### src/rtl/fbr_pkg.sv
package fbr_pkg;

  localparam int BLOCK_BYTES   = 16384;
  localparam int MAX_MSG_BYTES = 64;
  localparam int CNT_W         = $clog2(BLOCK_BYTES + 1);
  localparam int ADDR_W        = $clog2(BLOCK_BYTES);
  localparam int LEN_W         = $clog2(MAX_MSG_BYTES + 1);
  localparam int TMO_W         = 16;
  localparam logic [TMO_W-1:0] TIMEOUT_RESET = 16'd2000;

  localparam int MAX_RESULTS   = 2;
  localparam int FIFO_DEPTH    = 8;
  localparam int FIFO_AW       = $clog2(FIFO_DEPTH);
  localparam int FIFO_CW       = $clog2(FIFO_DEPTH + 1);
  // room kept for the item in the input register plus one more
  localparam int READY_LIMIT   = FIFO_DEPTH - 2 * MAX_RESULTS;

  localparam int IN_DATA_W     = 120;
  localparam int OUT_DATA_W    = 120;

  typedef enum logic [1:0] {
    KIND_START = 2'd0,
    KIND_HDR   = 2'd1,
    KIND_DATA  = 2'd2,
    KIND_TICK  = 2'd3
  } kind_t;

  typedef enum logic [1:0] {
    RESP_NONE    = 2'd0,
    RESP_NO_FILE = 2'd1,
    RESP_BAD_OFF = 2'd2,
    RESP_OTHER   = 2'd3
  } resp_err_t;

  typedef enum logic [1:0] {
    RES_WRITE = 2'd0,
    RES_REQ   = 2'd1,
    RES_DONE  = 2'd2,
    RES_ERR   = 2'd3
  } res_kind_t;

  typedef enum logic [1:0] {
    ERR_NO_FILE = 2'd0,
    ERR_BAD_OFF = 2'd1,
    ERR_HOST    = 2'd2,
    ERR_TIMEOUT = 2'd3
  } err_code_t;

  typedef struct packed {
    kind_t             kind;
    logic [31:0]       start_offset;
    resp_err_t         resp_error;
    logic [31:0]       resp_offset;
    logic [LEN_W-1:0]  resp_length;
    logic [31:0]       file_length;
    logic [7:0]        data_byte;
  } item_t;

  typedef struct packed {
    res_kind_t         result_kind;
    logic [ADDR_W-1:0] write_addr;
    logic [7:0]        write_byte;
    logic [31:0]       req_offset;
    logic [CNT_W-1:0]  req_length;
    logic [31:0]       file_size;
    logic [CNT_W-1:0]  received_count;
    err_code_t         error_code;
    logic              last;
  } res_t;

  typedef struct packed {
    logic push0;
    logic push1;
  } push_t;

endpackage

### src/rtl/firmware_block_reassembler.sv
// Channel   Direction  Handshake             Payload
// in_       slave      in_tvalid/in_tready   tuser = kind, tdata = item fields
// out_      master     out_tvalid/out_tready tuser = result_kind, tdata = result, tlast
// cfg_      write      cfg_wr_en             cfg_wr_data = timeout_ms
//
// One input transfer per cycle while in_tready is high: an item is registered in
// the input register, decoded against the block state in a single pass and leaves
// zero to two results in an eight-entry result queue that drives out_tvalid.
// in_tready depends only on queue fill and has no combinational path from out_tready;
// it drops only when the queue cannot take two more items' worth of results.
// Synchronous active-low reset idles the block and restores timeout_ms to 2000; no
// clearing pass is needed.
module firmware_block_reassembler (
  input  logic                            clk,
  input  logic                            rst_n,
  // in_tdata, from bit 0 up: start_offset[31:0], resp_error[1:0], resp_offset[31:0],
  // resp_length[6:0], file_length[31:0], data_byte[7:0], zero pad[6:0]
  input  logic                            in_tvalid,
  output logic                            in_tready,
  input  logic [fbr_pkg::IN_DATA_W-1:0]   in_tdata,
  // in_tuser: kind[1:0]
  input  logic [1:0]                      in_tuser,
  // out_tdata, from bit 0 up: write_addr[13:0], write_byte[7:0], req_offset[31:0],
  // req_length[14:0], file_size[31:0], received_count[14:0], error_code[1:0],
  // zero pad[1:0]
  output logic                            out_tvalid,
  input  logic                            out_tready,
  output logic [fbr_pkg::OUT_DATA_W-1:0]  out_tdata,
  // out_tuser: result_kind[1:0]
  output logic [1:0]                      out_tuser,
  output logic                            out_tlast,
  input  logic                            cfg_wr_en,
  input  logic [15:0]                     cfg_wr_data
);

  logic                        s1_valid_r;
  fbr_pkg::item_t              s1_item_r;
  fbr_pkg::item_t              in_item;
  fbr_pkg::push_t              push;
  fbr_pkg::res_t               res0, res1, head;
  logic                        q_not_empty;
  logic [fbr_pkg::FIFO_CW-1:0] q_count;
  logic                        pop;

  // unpack the input transfer
  always_comb begin
    in_item.kind         = fbr_pkg::kind_t'(in_tuser);
    in_item.start_offset = in_tdata[31:0];
    in_item.resp_error   = fbr_pkg::resp_err_t'(in_tdata[33:32]);
    in_item.resp_offset  = in_tdata[65:34];
    in_item.resp_length  = in_tdata[72:66];
    in_item.file_length  = in_tdata[104:73];
    in_item.data_byte    = in_tdata[112:105];
  end

  // reserve queue room for the registered item and the one being taken now
  assign in_tready = (q_count <= fbr_pkg::FIFO_CW'(fbr_pkg::READY_LIMIT));

  // input register: the item is always consumed in the following cycle
  always_ff @(posedge clk) begin
    if (!rst_n)
      s1_valid_r <= 1'b0;
    else
      s1_valid_r <= in_tvalid & in_tready;
  end

  always_ff @(posedge clk) begin
    if (in_tvalid && in_tready)
      s1_item_r <= in_item;
  end

  fbr_core u_core (
    .clk        (clk),
    .rst_n      (rst_n),
    .cfg_wr_en  (cfg_wr_en),
    .cfg_wr_data(cfg_wr_data),
    .item_valid (s1_valid_r),
    .item       (s1_item_r),
    .push       (push),
    .res0       (res0),
    .res1       (res1)
  );

  assign pop = out_tvalid & out_tready;

  fbr_fifo u_fifo (
    .clk      (clk),
    .rst_n    (rst_n),
    .push     (push),
    .res0     (res0),
    .res1     (res1),
    .pop      (pop),
    .head     (head),
    .not_empty(q_not_empty),
    .count    (q_count)
  );

  // pack the head result for the output transfer
  assign out_tvalid = q_not_empty;
  assign out_tuser  = head.result_kind;
  assign out_tlast  = head.last;
  assign out_tdata  = {2'b00, head.error_code, head.received_count, head.file_size,
                       head.req_length, head.req_offset, head.write_byte,
                       head.write_addr};

endmodule

### src/rtl/fbr_core.sv
module fbr_core (
  input  logic                    clk,
  input  logic                    rst_n,
  input  logic                    cfg_wr_en,
  input  logic [15:0]             cfg_wr_data,
  input  logic                    item_valid,
  input  fbr_pkg::item_t          item,
  output fbr_pkg::push_t          push,
  output fbr_pkg::res_t           res0,
  output fbr_pkg::res_t           res1
);

  localparam logic [fbr_pkg::CNT_W-1:0] BLK = fbr_pkg::CNT_W'(fbr_pkg::BLOCK_BYTES);
  localparam logic [fbr_pkg::LEN_W-1:0] MAXLEN = fbr_pkg::LEN_W'(fbr_pkg::MAX_MSG_BYTES);

  logic [fbr_pkg::TMO_W-1:0] timeout_r;
  logic [31:0]               block_start_r, block_start_nxt;
  logic [fbr_pkg::CNT_W-1:0] bytes_rcvd_r, bytes_rcvd_nxt;
  logic [fbr_pkg::TMO_W-1:0] wait_cnt_r, wait_cnt_nxt;
  logic [fbr_pkg::CNT_W-1:0] copy_ptr_r, copy_ptr_nxt;
  logic [fbr_pkg::LEN_W-1:0] copy_rem_r, copy_rem_nxt;
  logic [fbr_pkg::LEN_W-1:0] msg_rem_r, msg_rem_nxt;
  logic                      msg_acc_r, msg_acc_nxt;
  logic [31:0]               latched_len_r, latched_len_nxt;
  logic                      active_r, active_nxt;

  logic [fbr_pkg::LEN_W-1:0] rlen;
  logic [31:0]               rel;
  logic [fbr_pkg::CNT_W-1:0] room;
  logic                      wrote;

  function automatic fbr_pkg::res_t mk_req(input logic [31:0] off,
                                           input logic [fbr_pkg::CNT_W-1:0] len);
    fbr_pkg::res_t r;
    r = '0;
    r.result_kind = fbr_pkg::RES_REQ;
    r.req_offset  = off;
    r.req_length  = len;
    return r;
  endfunction

  function automatic fbr_pkg::res_t mk_err(input fbr_pkg::err_code_t code);
    fbr_pkg::res_t r;
    r = '0;
    r.result_kind = fbr_pkg::RES_ERR;
    r.error_code  = code;
    return r;
  endfunction

  function automatic fbr_pkg::res_t mk_done(input logic [31:0] fsize,
                                            input logic [fbr_pkg::CNT_W-1:0] cnt);
    fbr_pkg::res_t r;
    r = '0;
    r.result_kind    = fbr_pkg::RES_DONE;
    r.file_size      = fsize;
    r.received_count = cnt;
    return r;
  endfunction

  function automatic fbr_pkg::res_t mk_write(input logic [fbr_pkg::ADDR_W-1:0] addr,
                                             input logic [7:0] data);
    fbr_pkg::res_t r;
    r = '0;
    r.result_kind = fbr_pkg::RES_WRITE;
    r.write_addr  = addr;
    r.write_byte  = data;
    return r;
  endfunction

  // block is complete when full or when the file end is reached
  function automatic logic reached(input logic [fbr_pkg::CNT_W-1:0] cnt,
                                   input logic [31:0] flen,
                                   input logic [31:0] start);
    logic [31:0] to_end;
    to_end = flen - start;
    return (cnt == BLK) || (32'(cnt) >= to_end);
  endfunction

  function automatic fbr_pkg::err_code_t map_err(input fbr_pkg::resp_err_t e);
    fbr_pkg::err_code_t c;
    unique case (e)
      fbr_pkg::RESP_NO_FILE: c = fbr_pkg::ERR_NO_FILE;
      fbr_pkg::RESP_BAD_OFF: c = fbr_pkg::ERR_BAD_OFF;
      fbr_pkg::RESP_OTHER:   c = fbr_pkg::ERR_HOST;
      default:               c = fbr_pkg::ERR_TIMEOUT;
    endcase
    return c;
  endfunction

  always_comb begin
    block_start_nxt = block_start_r;
    bytes_rcvd_nxt  = bytes_rcvd_r;
    wait_cnt_nxt    = wait_cnt_r;
    copy_ptr_nxt    = copy_ptr_r;
    copy_rem_nxt    = copy_rem_r;
    msg_rem_nxt     = msg_rem_r;
    msg_acc_nxt     = msg_acc_r;
    latched_len_nxt = latched_len_r;
    active_nxt      = active_r;
    push            = '0;
    res0            = '0;
    res1            = '0;
    wrote           = 1'b0;
    rlen            = (item.resp_length > MAXLEN) ? MAXLEN : item.resp_length;
    rel             = item.resp_offset - block_start_r;
    room            = BLK - rel[fbr_pkg::CNT_W-1:0];

    if (item_valid) begin
      if (item.kind == fbr_pkg::KIND_START) begin
        block_start_nxt = item.start_offset;
        bytes_rcvd_nxt  = '0;
        wait_cnt_nxt    = '0;
        copy_ptr_nxt    = '0;
        copy_rem_nxt    = '0;
        msg_rem_nxt     = '0;
        msg_acc_nxt     = 1'b0;
        latched_len_nxt = '0;
        active_nxt      = 1'b1;
        res0            = mk_req(item.start_offset, BLK);
        push.push0      = 1'b1;
      end else if (active_r) begin
        unique case (item.kind)
          fbr_pkg::KIND_HDR: begin
            if (item.resp_error != fbr_pkg::RESP_NONE) begin
              res0         = mk_err(map_err(item.resp_error));
              push.push0   = 1'b1;
              active_nxt   = 1'b0;
              msg_rem_nxt  = '0;
              copy_rem_nxt = '0;
              msg_acc_nxt  = 1'b0;
            end else begin
              wait_cnt_nxt = '0;
              msg_rem_nxt  = rlen;
              if (item.resp_offset >= block_start_r && rel <= 32'(bytes_rcvd_r)) begin
                msg_acc_nxt     = 1'b1;
                latched_len_nxt = item.file_length;
                copy_ptr_nxt    = rel[fbr_pkg::CNT_W-1:0];
                copy_rem_nxt    = (fbr_pkg::CNT_W'(rlen) < room) ? rlen
                                                                  : room[fbr_pkg::LEN_W-1:0];
                if (rlen == '0 && reached(bytes_rcvd_r, item.file_length, block_start_r)) begin
                  res0         = mk_done(item.file_length, bytes_rcvd_r);
                  push.push0   = 1'b1;
                  active_nxt   = 1'b0;
                  msg_rem_nxt  = '0;
                  copy_rem_nxt = '0;
                  msg_acc_nxt  = 1'b0;
                end
              end else begin
                msg_acc_nxt  = 1'b0;
                copy_rem_nxt = '0;
              end
            end
          end
          fbr_pkg::KIND_DATA: begin
            if (msg_rem_r != '0) begin
              msg_rem_nxt = msg_rem_r - 1'b1;
              if (msg_acc_r && copy_rem_r != '0) begin
                wrote        = 1'b1;
                res0         = mk_write(copy_ptr_r[fbr_pkg::ADDR_W-1:0], item.data_byte);
                push.push0   = 1'b1;
                copy_ptr_nxt = copy_ptr_r + 1'b1;
                copy_rem_nxt = copy_rem_r - 1'b1;
                if (copy_ptr_nxt > bytes_rcvd_r)
                  bytes_rcvd_nxt = copy_ptr_nxt;
              end
              if (msg_rem_nxt == '0 && msg_acc_r) begin
                msg_acc_nxt  = 1'b0;
                copy_rem_nxt = '0;
                if (reached(bytes_rcvd_nxt, latched_len_r, block_start_r)) begin
                  active_nxt  = 1'b0;
                  msg_rem_nxt = '0;
                  if (wrote) begin
                    res1       = mk_done(latched_len_r, bytes_rcvd_nxt);
                    push.push1 = 1'b1;
                  end else begin
                    res0       = mk_done(latched_len_r, bytes_rcvd_nxt);
                    push.push0 = 1'b1;
                  end
                end
              end
            end
          end
          fbr_pkg::KIND_TICK: begin
            if (wait_cnt_r >= timeout_r) begin
              if (bytes_rcvd_r == '0) begin
                res0         = mk_err(fbr_pkg::ERR_TIMEOUT);
                active_nxt   = 1'b0;
                msg_rem_nxt  = '0;
                copy_rem_nxt = '0;
                msg_acc_nxt  = 1'b0;
              end else begin
                res0 = mk_req(block_start_r + 32'(bytes_rcvd_r), BLK - bytes_rcvd_r);
              end
              push.push0   = 1'b1;
              wait_cnt_nxt = '0;
            end else begin
              wait_cnt_nxt = wait_cnt_r + 1'b1;
            end
          end
          default: ;
        endcase
      end
    end

    if (push.push1)
      res1.last = 1'b1;
    else if (push.push0)
      res0.last = 1'b1;
  end

  always_ff @(posedge clk) begin
    if (!rst_n) begin
      timeout_r     <= fbr_pkg::TIMEOUT_RESET;
      block_start_r <= '0;
      bytes_rcvd_r  <= '0;
      wait_cnt_r    <= '0;
      copy_ptr_r    <= '0;
      copy_rem_r    <= '0;
      msg_rem_r     <= '0;
      msg_acc_r     <= 1'b0;
      latched_len_r <= '0;
      active_r      <= 1'b0;
    end else begin
      if (cfg_wr_en)
        timeout_r <= cfg_wr_data;
      block_start_r <= block_start_nxt;
      bytes_rcvd_r  <= bytes_rcvd_nxt;
      wait_cnt_r    <= wait_cnt_nxt;
      copy_ptr_r    <= copy_ptr_nxt;
      copy_rem_r    <= copy_rem_nxt;
      msg_rem_r     <= msg_rem_nxt;
      msg_acc_r     <= msg_acc_nxt;
      latched_len_r <= latched_len_nxt;
      active_r      <= active_nxt;
    end
  end

endmodule

### src/rtl/fbr_fifo.sv
module fbr_fifo (
  input  logic                        clk,
  input  logic                        rst_n,
  input  fbr_pkg::push_t              push,
  input  fbr_pkg::res_t               res0,
  input  fbr_pkg::res_t               res1,
  input  logic                        pop,
  output fbr_pkg::res_t               head,
  output logic                        not_empty,
  output logic [fbr_pkg::FIFO_CW-1:0] count
);

  fbr_pkg::res_t               mem_r [fbr_pkg::FIFO_DEPTH];
  logic [fbr_pkg::FIFO_AW-1:0] wr_ptr_r, wr_ptr_nxt;
  logic [fbr_pkg::FIFO_AW-1:0] rd_ptr_r;
  logic [fbr_pkg::FIFO_CW-1:0] count_r, count_nxt;

  always_comb begin
    wr_ptr_nxt = wr_ptr_r + fbr_pkg::FIFO_AW'(push.push0) + fbr_pkg::FIFO_AW'(push.push1);
    count_nxt  = count_r + fbr_pkg::FIFO_CW'(push.push0) + fbr_pkg::FIFO_CW'(push.push1)
                 - fbr_pkg::FIFO_CW'(pop);
  end

  always_ff @(posedge clk) begin
    if (push.push0)
      mem_r[wr_ptr_r] <= res0;
    if (push.push1)
      mem_r[wr_ptr_r + 1'b1] <= res1;
  end

  always_ff @(posedge clk) begin
    if (!rst_n) begin
      wr_ptr_r <= '0;
      rd_ptr_r <= '0;
      count_r  <= '0;
    end else begin
      wr_ptr_r <= wr_ptr_nxt;
      count_r  <= count_nxt;
      if (pop)
        rd_ptr_r <= rd_ptr_r + 1'b1;
    end
  end

  assign head      = mem_r[rd_ptr_r];
  assign not_empty = (count_r != '0);
  assign count     = count_r;

endmodule

### config.mk
export PLATFORM = sky130hd
export DESIGN_NAME = firmware_block_reassembler
export DESIGN_NICKNAME = d
export VERILOG_FILES = /design/src/rtl/fbr_pkg.sv /design/src/rtl/firmware_block_reassembler.sv /design/src/rtl/fbr_core.sv /design/src/rtl/fbr_fifo.sv
export SDC_FILE = /design/constraint.sdc
export NUM_CORES = 2
export LEC_CHECK = 0
export BUFFER_PORTS_ARGS = -buffer_cell sky130_fd_sc_hd__buf_2
export CAP_MARGIN = 20
export CELL_PAD_IN_SITES_DETAIL_PLACEMENT = 0
export CELL_PAD_IN_SITES_GLOBAL_PLACEMENT = 1
export CORE_ASPECT_RATIO = 0.7
export CORE_MARGIN = 3
export CORE_UTILIZATION = 45
export CTS_CLUSTER_DIAMETER = 50
export CTS_CLUSTER_SIZE = 28
export DETAILED_ROUTE_END_ITERATION = 10
export PLACE_DENSITY = 0.85
export SYNTH_ARGS = -nofsm -noshare
export SYNTH_HDL_FRONTEND = slang
export SYNTH_SLANG_ARGS = --single-unit
### constraint.sdc
create_clock -name clk -period 7.3 [get_ports clk]
set_clock_uncertainty 0.15 [all_clocks]
set_input_delay 0.73 -clock clk [delete_from_list [all_inputs] [get_ports clk]]
set_output_delay 0.73 -clock clk [all_outputs]
set_load 0.02 [all_outputs]
Yosys cells after proc, flatten, opt, wreduce, memory -nomap -nowiden
Memories as Yosys holds them, arrays and structs flattened. A register that Yosys moved wholly into a read port is not among the register bits.
Index checks and enable logic that the tools add are counted.
Widths: inputs -> output; s select.
{"block": "word_totals", "regBits": 268, "ram_bits": 968, "input_bits": 143, "out_inout_bits": 125, "mem_count": 1}
{"block": "op_classes", "add_sub_neg": 17, "n_lt_le_gt_ge": 9, "n_eq_ne": 17, "mux": 123, "bitwise_logic": 2, "reduce_logical": 31}
{"memory": "u_fifo.mem_r", "depth": 8, "word_bits": 121, "rd": 1, "rd_clocked_by_memory_dff": 1, "wr": 2, "line": "fbr_fifo.sv:13", "rtl": "fbr_pkg::res_t mem_r [fbr_pkg::FIFO_DEPTH];"}
{"op": "$mux 121", "count": 20}
{"op": "$pmux 121 s3", "count": 1}
{"op": "$mux 15", "count": 17}
{"op": "$mux 32", "count": 5}
{"op": "$mux 7", "count": 20}
{"op": "$mux 119", "count": 1}
{"op": "$sub 32x32->32", "count": 3}
{"op": "$ge 15x32->1", "count": 2}
{"op": "$mux 16", "count": 4}
{"op": "$pmux 7 s3", "count": 2}
{"op": "$mux 1", "count": 40}
{"op": "$add 32x15->32", "count": 1}
{"op": "$ge 32x32->1", "count": 1}
{"op": "$le 32x15->1", "count": 1}
{"op": "$pmux 16 s2", "count": 1}
{"op": "$eq 15x15->1 const B", "count": 2}
{"op": "$pmux 15 s2", "count": 1}
{"op": "$sub 15x15->15 const A", "count": 2}
{"op": "$reduce_and 7->1", "count": 3}
{"op": "$ne 3x1->1 const B", "count": 6}
{"op": "$add 16x1->16 const B", "count": 1}
{"op": "$ge 16x16->1", "count": 1}
{"op": "$add 15x1->15 const B", "count": 1}
{"op": "$gt 15x15->1", "count": 1}
{"op": "31 further kinds", "count": 62}

Logic depth before layout (Yosys ltp)
{"block": "depth", "depth_word": 21, "mapped_depth": 38}

Hierarchy
A second synthesis with hierarchy kept.
{"block": "unflattened", "hier_cells": 5110, "area_unflattened_um2": 69581.7}
{"mod": "fbr_fifo", "instances": 1, "cells_per_inst": 2555, "area_each_um2": 48427.7, "seq_area_each_um2": 29328.1}
{"mod": "fbr_core", "instances": 1, "cells_per_inst": 2430, "area_each_um2": 17618.1, "seq_area_each_um2": 2842.7}
{"mod": "firmware_block_reassembler", "instances": 1, "cells_per_inst": 125, "area_each_um2": 3535.9, "seq_area_each_um2": 3473.3}

Worst setup path after synthesis
Ideal clock, no wire load.
{"block": "synth_path", "path_type": "flip-flop to flip-flop", "start": "reg u_core.copy_ptr_r[2] (netlist bit)", "end": "mem u_fifo.mem_r[0][0] (netlist bit), enable pin", "setup_ns": 0.408, "arrival_ns": 7.319, "required_time_ns": 6.742, "setup_slack_ns": -0.576, "path_stages_with_launch": 33, "n_path_buf": 5, "synth_period_minus_slack_ns": 7.876, "cell_sequence": "dfxtp_1 -> and3_1 -> and2_1 -> and3_1 -> nand2_1 -> xnor2_1 -> ha_1 -> a21o_1 -> a21o_1 -> a21oi_1 -> nor2_1 -> a211oi_1 -> a221o_1 -> clkbuf_1 -> clkbuf_1 -> nand2_1 -> o21ai_1 -> inv_1 -> ha_1 -> a2111o_1 -> a211oi_1 -> and2_1 -> or4_1 -> nor4_1 -> nand2_1 -> nor4_1 -> and4_1 -> a41o_1 -> clkbuf_1 -> nand3_1 -> clkbuf_1 -> clkbuf_1 -> nand2_1"}
{"element": "from (decl)", "line": "fbr_core.sv:20", "rtl": "logic [fbr_pkg::CNT_W-1:0] copy_ptr_r, copy_ptr_nxt;"}
{"element": "from (signal assigned)", "line": "fbr_core.sv:229", "rtl": "copy_ptr_r <= copy_ptr_nxt;"}
{"element": "to (decl)", "line": "fbr_fifo.sv:13"}

Final worst setup path
{"block": "layout_path", "start": "reg u_core.block_start_r[6]", "end": "reg u_fifo.count_r (netlist bit u_fifo.count[2])"}
{"block": "layout_between", "elab_chain_cells": 14, "word_cells_on_any_way": 26, "cone_classes": "add/sub: 6; order compare: 4; mux: 12; reduce/logical: 4"}
{"element": "from (decl)", "line": "fbr_core.sv:17", "rtl": "logic [31:0] block_start_r, block_start_nxt;"}
{"element": "from (signal assigned)", "line": "fbr_core.sv:226", "rtl": "block_start_r <= block_start_nxt;"}
{"element": "$sub 32x32->32", "line": "fbr_core.sv:75", "rtl": "to_end = flen - start;"}
{"element": "$ge 15x32->1", "line": "fbr_core.sv:76", "rtl": "return (cnt == BLK) || (32'(cnt) >= to_end);"}
{"element": "$logic_or 1x1->1", "line": "fbr_core.sv:76"}
{"element": "$logic_and 1x1->1", "line": "fbr_core.sv:140", "rtl": "if (rlen == '0 && reached(bytes_rcvd_r, item.file_length, block_start_r)) begin"}
{"element": "$mux 1", "line": "fbr_core.sv:140"}
{"element": "$mux 1", "line": "fbr_core.sv:134", "rtl": "if (item.resp_offset >= block_start_r && rel <= 32'(bytes_rcvd_r)) begin"}
{"element": "$mux 1", "line": "fbr_core.sv:124", "rtl": "if (item.resp_error != fbr_pkg::RESP_NONE) begin"}
{"element": "$pmux 1 s3", "line": "fbr_core.sv:122", "rtl": "unique case (item.kind)"}
{"element": "$mux 2 (*)", "line": "fbr_core.sv:121", "rtl": "end else if (active_r) begin"}
{"element": "$mux 1", "line": "fbr_core.sv:109", "rtl": "if (item.kind == fbr_pkg::KIND_START) begin"}
{"element": "$mux 2 (*)", "line": "fbr_core.sv:108", "rtl": "if (item_valid) begin"}
{"element": "$add 4x1->4", "line": "fbr_fifo.sv:20", "rtl": "count_nxt = count_r + fbr_pkg::FIFO_CW'(push.push0) + fbr_pkg::FIFO_CW'(push.push1)"}
{"element": "$add 4x1->4 (*)", "line": "fbr_fifo.sv:20"}
{"element": "$sub 4x1->4 (*)", "line": "fbr_fifo.sv:21", "rtl": "- fbr_pkg::FIFO_CW'(pop);"}
{"element": "to (signal assigned)", "line": "fbr_fifo.sv:38", "rtl": "count_r <= count_nxt;"}
{"element": "to (decl)", "line": "fbr_fifo.sv:16", "rtl": "logic [fbr_pkg::FIFO_CW-1:0] count_r, count_nxt;"}
Every way passes the cells marked *; elsewhere a longest branch is shown, timed or not.
A chain may end at the register's enable or synchronous reset.

==> summary.md <==
| Metric | Value |
|---|---|
| Area growth syn-to-layout | `15.6%` |
| Initial antenna violation count | `4` |
| Pre-antenna DRT Iters | `6` |
| Setup WS post-layout | `0.255 ns` |
| Die height | `320 µm` |
| Synth top area share | `0.241` |
| Maximum clock path buffer count | `3` |
| WP data required | `approximately 7.8 ns` |
| Largest net degree at the start of global routing | `approximately 140` |
| DRC viols | `0` |
| Critical path's top delay family | `compound AO/OA/AOI/OAI gates` |
| DRT Wirelength | `approximately 230000 µm` |
| Vias in the first global route | `~52000` |
| Critical path type | `flop to flop` |
| Max_slew headroom | `0.235` |
| Fin. Hold Viols | `0` |
| Peak VDD IR | `0.000198 V` |
| Most used cell, CP | `ha_1` |
| Synth area leader | `edfxtp_1` |
| Pwr per Cell Area | `258 nW/µm²` |
| Pleak | `26.1 nW` |
| Slew @ Worst Pin | `1.12 ns` |
| Buffers and inverters on the worst path | `3` |
| Post-synth EDFFs | `507` |
| Die width | `454 µm` |
| Number of buffers created by CTS | `108` |
| R2R cell count | `25` |
| Post-Syn Area per Cell | `9.87 µm²` |
| Gpl congestion | `between 0.9 and 1` |
| Syn. warnings | `0` |
| GR Util All Layers | `0.314` |
| Htree depth | `3` |
| Cell Area, Synth | `between 60000 and 70000 µm²` |
| Hold Path Cell Cnt | `3` |
| Die area | `145000 µm²` |
| Setup violators final | `0` |
| CP max FO | `6` |
| Share of layout cells above drive strength 1 | `0.174` |
| DR vias/cell | `6.26` |
| Setup_tns | `0 ns` |
| Setup crit start kind | `flop` |
| Core region area | `~140000 µm²` |
| First-pass GRT wire length | `343000 µm` |
| Worst-path clk slew | `around 0.08 ns` |
| Commonest non-fill, non-tap cell in the layout | `nand2_1` |
| Avg WL per Cell | `27.1 µm` |
| Synth async-reset ratio | `0` |
| Post-synth top flop | `dfxtp_1` |
| I/O Pins | `268` |
| Slowest cell delay on critical path | `0.83 ns` |
| Max-slew violations | `0` |
| Drt initial violations | `~7000` |
| Fin crit period | `7.05 ns` |
| Seq/Total Area, Yosys | `0.472` |
| MaxCap Viol Count | `0` |
| Max Fclk | `142 MHz` |
| Core Util, Final | `0.527` |
| CP max-delay cell | `a221oi_1` |
| Post-DP HPWL | `155000 µm` |
| Min Hold Slack | `0.0561 ns` |
| GRT overflow | `0` |
| Final ANT Viol Nets | `0` |
| Clock Sinks | `between 1000 and 1500` |
| Fillers | `12200` |
| Skew-Pair Late Insertion Delay | `about 0.80 ns` |
| Row cnt | `114` |
| Tot Pwr | `18.9 mW` |
| Arrival time worst endpoint | `around 7.5 ns` |
| Worst Hold Class | `primary input to flop` |
| Most frequent cells in the layout | `1330 x nand2_1, 729 x a21oi_1, 728 x dfxtp_1` |
| Pre-CTS setup slack | `0.0188 ns` |
| Crit share post-route | `0.965` |
| Status | `complete, no violations` |
| Initial Util | `0.456` |
| Synth area leaders | `edfxtp_1 24%, dfxtp_1 23%, mux4_2 8.6%, nand2_1 7.9%, a21oi_1 5.8%` |
| CP Depth | `25` |
| Cells after Synth | `6408` |
| Clock root buffer | `clkbuf_16` |
| Synth unique cells | `97` |
| Vias | `54000` |
| CTS tree | `built` |
| Port Buf Inserts | `258` |
| CP Capture Type | `flop` |
| Final #Nets | `7028` |
| Yosys reg bits | `1239` |
-- report_power, final --
part | internal (mW) | total, mW | switching (mW) | leakage [nW]
combinational | 1.90 | 4.64 | 2.74 | 13.6
sequential | 7.45 | 7.80 | 0.349 | 10.6
clock | 3.18 | 6.41 | 3.23 | 1.92
total | 12.5 | 18.9 | 6.32 | 26.1
-- cells by family after synthesis --
family / after synthesis / synth area share
muxes: 387 / 0.112
adders and majority gates: 218 / 0.0439
xor gates and xnor gates: 145 / 0.0201
and+or+nand+nor: 2051 / 0.137
AOI/OAI and AO/OA: 1733 / 0.174
other: 1 / 0.0000593
DFF: 1239 / 0.472
buffers and inverters: 634 / 0.0418
-- timing repair --
| item | 4_1_cts | 5_1_grt |
|---|---|---|
| hold buffers | 121 | 0 |
| pin swaps | 0 | 5 |
| setup buffers | 0 | 1 |
| cloned | 0 | 1 |
| endpoints found under the hold margin | 121 | 0 |
| resized for setup | 2 | 13 |
| setup endpoints to repair | 1 | 55 |
-- state kept, by name, summed over array words and instances, names as in the netlist, named ones only --
signal / count
u_core.active_r: 1
s1_item_r: 115
u_core.latched_len_r: 32
u_core.block_start_r: 32
s1_valid_r: 1
u_core.copy_ptr_r: 15
u_core.msg_rem_r: 7
u_fifo.wr_ptr_r: 3
u_core.msg_acc_r: 1
u_fifo.count: 4
u_core.bytes_rcvd_r: 15
u_fifo.rd_ptr_r: 3
u_core.wait_cnt_r: 16
u_fifo.mem_r: 968
u_core.copy_rem_r: 7
u_core.timeout_r: 16
-- metrics by stage --
stage / std cells / area, µm²
final: 8621 / 73100
after floorplan: 6409 / 63300
after detailed placement: 8288 / 67800
after global routing: 8619 / 73100
after global placement: 8288 / 67800
after CTS: 8615 / 73000
-- worst register-to-register path, cell delays in order (launching register included) --
cell       delay, ns
dfxtp_1         0.39
inv_1           0.21
ha_1            0.43
a21oi_1         0.28
o22ai_1         0.14
a221oi_1        0.83
nand2_1         0.15
xnor2_1         0.18
ha_1            0.31
o21a_1          0.11
o21ai_0         0.10
nor3_1          0.23
o31a_1          0.22
o2111ai_1       0.25
or4_4           0.63
a2111oi_4       0.36
buf_4           0.21
nor2_2          0.05
nand2_1         0.08
nand2_2         0.11
ha_1            0.32
inv_1           0.05
fa_1            0.43
fa_1            0.43
xnor2_1         0.17
nor2_1          0.05
-- Yosys cell counts (23+ instances only) --
master and n:
buf_2 69, o2bb2ai_1 259, a21oi_1 731, a21o_1 56, buf_1 59, xor2_1 53, mux4_2 242, or3_1 27
inv_1 145, o211ai_1 31, nand3_1 61, nand4_1 49, nor2_1 336, o22ai_1 124, nand2b_1 23, a22oi_1 45
mux2_2 126, xnor2_1 92, ha_1 211, o21ai_0 218, nor3_1 48, a211oi_1 27, clkbuf_1 333, nand2_1 1339
o21ai_1 48, edfxtp_1 507, dfxtp_1 732, o21a_1 25, and3_1 44
-- layer usage --
layer	up-vias	wire (µm)	GRT usage
met4	2	10000	0.128
met2	3270	99100	0.457
li1	23900	-	-
met1	26300	95100	0.439
met3	488	29200	0.0887
met5	-	13	0
-- area by class of cell --
type	instances	area, µm²	area share
well taps	1856	2320	0.0318
diodes	2	5.00	0.0000684
inverters	147	554	0.00758
multi-input cells	4536	31100	0.425
repair buffers	635	5290	0.0724
flip-flops and latches	1239	29900	0.409
clock buffers	113	2770	0.0379
clock inverters	93	1200	0.0165
-- final timing paths --
path | start | endpoint | slack (ns)
setup / recovery | u_core.block_start_r[6] | u_fifo.count[2] | 0.25
hold / removal | cfg_wr_data[14] | u_core.timeout_r[14] | 0.06
hold reg to reg | u_fifo.mem_r[2][57] | u_fifo.mem_r[2][57] | 0.30
setup reg to reg | u_core.block_start_r[6] | u_fifo.count[2] | 0.25
Note: power is estimated with default switching activity, not from simulation.
